## src/design/chr_pkg.sv

```systemverilog
// Package for the consistent hash ring: sizes, codes and shared types.
// Used by every module of the ring; depends on nothing.
`timescale 1ns / 1ps

package chr_pkg;

  localparam int RING_SIZE  = 256;
  localparam int HASH_W     = 34;
  localparam int OWNER_W    = 8;
  localparam int CMD_W      = 2;
  localparam int STATUS_W   = 3;
  localparam int HELD_W     = 9;
  localparam int CNT_W      = $clog2(RING_SIZE + 1);
  localparam int GRP_SIZE   = 16;
  localparam int NUM_GRP    = (RING_SIZE + GRP_SIZE - 1) / GRP_SIZE;
  localparam int PAD_SIZE   = NUM_GRP * GRP_SIZE;
  localparam int IN_DATA_W  = 48;
  localparam int OUT_DATA_W = 24;
  localparam int OUT_USED_W = STATUS_W + OWNER_W + HELD_W;

  typedef enum logic [CMD_W-1:0] {
    CMD_INSERT = 2'd0,
    CMD_REMOVE = 2'd1,
    CMD_LOOKUP = 2'd2
  } cmd_e;

  typedef enum logic [STATUS_W-1:0] {
    ST_DONE      = 3'd0,
    ST_DUPLICATE = 3'd1,
    ST_FULL      = 3'd2,
    ST_EMPTY     = 3'd3,
    ST_ABSENT    = 3'd4
  } status_e;

  typedef enum logic [1:0] {
    S_IDLE,
    S_REDUCE,
    S_FINISH
  } state_e;

  typedef struct packed {
    logic cmp_en;
    logic ins_en;
    logic rem_en;
  } cell_ctrl_t;

  typedef struct packed {
    logic               valid;
    logic [HASH_W-1:0]  hash;
    logic [OWNER_W-1:0] owner;
  } cell_data_t;

  typedef struct packed {
    logic               hit;
    logic               eq;
    logic [OWNER_W-1:0] owner;
  } grp_t;

endpackage

```

## src/design/chr_cell.sv

```systemverilog
// One ring cell: holds one point, compares it with the key and shifts
// toward its neighbors on insert or remove. Depends on chr_pkg.
`timescale 1ns / 1ps

module chr_cell (
  input  logic                        clk_i,
  input  logic                        rst_ni,
  input  chr_pkg::cell_ctrl_t         ctrl_i,
  input  logic [chr_pkg::HASH_W-1:0]  cmp_key_i,
  input  logic [chr_pkg::HASH_W-1:0]  ins_key_i,
  input  logic [chr_pkg::OWNER_W-1:0] ins_owner_i,
  input  chr_pkg::cell_data_t         left_i,
  input  logic                        left_g_i,
  input  chr_pkg::cell_data_t         right_i,
  output chr_pkg::cell_data_t         data_o,
  output logic                        g_o,
  output logic                        eq_o,
  output logic                        hit_o,
  output logic [chr_pkg::OWNER_W-1:0] hit_owner_o
);

  logic                        valid_q, valid_d;
  logic [chr_pkg::HASH_W-1:0]  hash_q, hash_d;
  logic [chr_pkg::OWNER_W-1:0] owner_q, owner_d;
  logic                        g_q, g_d;
  logic                        eq_q, eq_d;

  always_comb begin
    valid_d = valid_q;
    hash_d  = hash_q;
    owner_d = owner_q;
    g_d     = g_q;
    eq_d    = eq_q;
    if (ctrl_i.cmp_en) begin
      g_d  = !valid_q || (hash_q >= cmp_key_i);
      eq_d = valid_q && (hash_q == cmp_key_i);
    end
    if (ctrl_i.ins_en && g_q) begin
      if (!left_g_i) begin
        valid_d = 1'b1;
        hash_d  = ins_key_i;
        owner_d = ins_owner_i;
      end else begin
        valid_d = left_i.valid;
        hash_d  = left_i.hash;
        owner_d = left_i.owner;
      end
    end
    if (ctrl_i.rem_en && g_q) begin
      valid_d = right_i.valid;
      hash_d  = right_i.hash;
      owner_d = right_i.owner;
    end
  end

  always_ff @(posedge clk_i or negedge rst_ni) begin
    if (!rst_ni) begin
      valid_q <= 1'b0;
      g_q     <= 1'b0;
      eq_q    <= 1'b0;
    end else begin
      valid_q <= valid_d;
      g_q     <= g_d;
      eq_q    <= eq_d;
    end
  end

  always_ff @(posedge clk_i) begin
    hash_q  <= hash_d;
    owner_q <= owner_d;
  end

  assign data_o      = '{valid: valid_q, hash: hash_q, owner: owner_q};
  assign g_o         = g_q;
  assign eq_o        = eq_q;
  assign hit_o       = valid_q && g_q && !left_g_i;
  assign hit_owner_o = hit_o ? owner_q : '0;

endmodule

```

## config.mk

```make
export PLATFORM = sky130hd
export DESIGN_NAME = chr_cell
export DESIGN_NICKNAME = d
export VERILOG_FILES = /design/src/design/chr_pkg.sv /design/src/design/chr_cell.sv
export SDC_FILE = /design/constraint.sdc
export NUM_CORES = 1
export LEC_CHECK = 0
export ABC_AREA = 1
export BUFFER_PORTS_ARGS = -buffer_cell sky130_fd_sc_hd__buf_2
export CELL_PAD_IN_SITES_DETAIL_PLACEMENT = 1
export CELL_PAD_IN_SITES_GLOBAL_PLACEMENT = 1
export CORE_MARGIN = 2
export CORE_UTILIZATION = 31
export DETAILED_ROUTE_END_ITERATION = 12
export GPL_ROUTABILITY_DRIVEN = 0
export PLACE_DENSITY_LB_ADDON = 0.1
export SYNTH_ARGS = -nofsm -noshare
export SYNTH_HDL_FRONTEND = slang
export SYNTH_SLANG_ARGS = --single-unit
```

## constraint.sdc

```tcl
create_clock -name clk_i -period 6.2 [get_ports clk_i]
set_clock_uncertainty 0.2 [all_clocks]
set_input_delay 0.31 -clock clk_i [delete_from_list [all_inputs] [get_ports clk_i]]
set_output_delay 0.31 -clock clk_i [all_outputs]
set_load 0.02 [all_outputs]
```

==> impl_metrics.json <==
{
  "first_global_vias": 3675,
  "rr_startpoint": "g_o",
  "ff_latch_area_um2": 1336,
  "placed_area_um2": 4456,
  "drt-pass1-iter-count": 4,
  "clock_latency_ns": 0.30,
  "yosys.area.top_type": "edfxtp_1",
  "final_hold_viol_count": 0,
  "cts_tree": "done",
  "status": "complete, no violations",
  "avgSynthCellArea_um2": 7.787,
  "ant_nets": 0,
  "reg2regPathDepth": 4,
  "synth.distinct_cells": 27,
  "design_area_um2": 4576,
  "drtIter0Drc": 120,
  "fmax_mhz": 370.3,
  "grt_max_degree": 88,
  "die_width_um": 106.7,
  "post_cts_resized": 0,
  "n_antenna_cell": 0,
  "ys_seq_elements": 45,
  "num_vias": 3551,
  "synth_common_cells": "nand2_1 (122), inv_1 (57), nor2_1 (57), a31oi_1 (42), edfxtp_1 (42)",
  "synth_top_area_share": 0.3856,
  "start_kind": "flip-flop",
  "drv_cap": 0,
  "yosysWarnings": 0,
  "worstHoldEndpoint": "eq_o",
  "ir_drop_mv": 0.1136,
  "critical_path_class": "flip-flop to flip-flop",
  "crit_family": "simple AND/OR/NAND/NOR gates",
  "cts-root-buf": "clkbuf_8",
  "syn_area_um2": 3271,
  "tightest_slew_ns": 1.054,
  "grt_pass1_wl_um": 16900,
  "ff2ff_setup_slack_ns": 3.50,
  "cp_data_arrival_time_ns": 2.65,
  "synthCells": 420,
  "slew_violations": 0,
  "finalSetupViolations": 0,
  "rr_endpoint": "valid_q",
  "synth_edf_count": 42,
  "min_path_cells": 2,
  "core_area_um2": 10280,
  "overflow": 0,
  "seq_area_frac_synth": 0.4086,
  "start_util": 0.3182,
  "powerDensity_nw_per_um2": 299.6,
  "period_minus_slack_ns": 2.700,
  "crit_chain": "nand2_4, nand2_2, o21ai_1, o22ai_1",
  "dp_hpwl_um": 8546,
  "fin_cells": 767,
  "synth_area_leaders": "edfxtp_1 (39%), nand2_1 (14%), ha_1 (13%), a31oi_1 (8.0%), inv_1 (6.5%)",
  "p_leak_nw": 2.483,
  "cp-end-kind": "flip-flop",
  "die-area_um2": 11390,
  "dp_cells": 758,
  "critPathSlowestCell": "nand2_2",
  "rows": 37,
  "viasPerCell": 4.630,
  "cts_max_level": 2,
  "cp_num_buf_inv": 0,
  "fin_nets": 832,
  "synthArstFlopShare": 0.06667,
  "relSlewSlack": 0.2949,
  "timing.hold.ws_ns": 0.03464,
  "min_from": "ctrl_i[2]",
  "yosysMostFrequentCell": "nand2_1",
  "hp-class": "input pin to flip-flop",
  "cp_max_fo": 87,
  "remaining_drc_errors": 0,
  "rsz0062_at_grt": "false",
  "wire_per_inst_um": 13.99,
  "tns_ns": 0,
  "drive_gt1_frac": 0.3851,
  "area_growth_syn_to_layout_pct": 39.90,
  "ios": 222,
  "syn-num-nets": 622,
  "ys.flop_type": "edfxtp_1",
  "grt_antenna_before_repair": 1,
  "clkTransAtPathRegs_ns": 0.09,
  "fillers": 1376,
  "io_buffers": 221,
  "cts.sinks": 45,
  "multi_input_area_um2": 1614,
  "track_usage": 0.1873,
  "period_share": 0.4355,
  "critPathMaxStageDelay_ns": 0.85,
  "die_h_um": 106.7,
  "numCtsBuffers": 5,
  "clock_path_buffers": 2,
  "required_ns": 6.15,
  "finalWirelength_um": 10730
}
## cells in the final DEF, fill, tap and decap left out, types with 2 or more instances in the layout
cell type  synthesis  final
a21oi_1           12     12
buf_2             12    221
inv_2              3      3
nand2_1          122    120
dfrtp_1            3      3
o21ai_1            2      2
ha_1              34     34
nor2_1            57     57
nor3_2             2      2
nand2_2            2      3
clkbuf_8           0      5
edfxtp_1          42     42
nand3_1            6      6
clkinv_1           1      2
o22ai_1            2      2
o21ai_0            5      5
a31oi_1           42     42
inv_1             57     57
nor2_2             3      3
## worst max-delay path by stage
stage / start / to / slack, ns / cells after the start
after floorplan: g_o / valid_q / 3.85 / 5
after global placement: g_o / valid_q / 3.48 / 4
after detailed placement: g_o / valid_q / 3.37 / 4
after CTS: g_o / valid_q / 3.38 / 4
after global routing: g_o / valid_q / 3.18 / 4
final: g_o / valid_q / 3.50 / 4
## registers in the layout, indices dropped and copies added, names as in the netlist
register / cells
valid_q: 1
eq_o: 1
g_o: 1
hash_q: 34
owner_q: 8
## logic make-up after synthesis
group	count (synthesis)	synth area share
flops	45	0.4086
buf+inv	80	0.1010
compound gates	66	0.1205
fa+ha+maj	34	0.1301
simple gates	195	0.2399
## power breakdown
group	internal [mW]	switching [mW]	total [mW]
Combinational	0.221	0.417	0.639
Sequential	0.460	0.0498	0.510
Clock	0.119	0.103	0.222
## area by class of cell
cell class	count	share of cell area
timing repair buffer	222	0.2439
clock inverter	3	0.009024
inverter	61	0.05004
tap	136	0.03719
sequential	45	0.2920
multi-input combinational	295	0.3527
clock buffer	5	0.01504
## metal layers
| metal | vias up | wire length, µm | GRT usage | part of all wire |
|---|---|---|---|---|
| met4 | 2 | 274 | 0.06401 | 0.026 |
| met2 | 128 | 5609 | 0.3508 | 0.52 |
| met3 | 18 | 829 | 0.05228 | 0.077 |
| met1 | 1604 | 4007 | 0.2006 | 0.37 |
| li1 | 1799 | - | - | - |
| met5 | - | 13 | 0 | 0.0012 |
## timing repair
item / in CTS / in global routing
setup buffers: 0 / 0
hold buffers: 1 / 0
endpoints found under the hold margin: 3 / 0
## stage by stage
stage / util / worst slack [ns] / total power [mW]
after CTS: 0.4452 / 3.377 / 1.398
final: 0.4452 / 3.500 / 1.371
after global routing: 0.4452 / 3.179 / 1.484
after detailed placement: 0.4335 / 3.368 / 1.169
after global placement: 0.4335 / 3.484 / 1.142
after floorplan: - / 3.846 / 0.9309
Note: power is estimated with default switching activity, not from simulation.
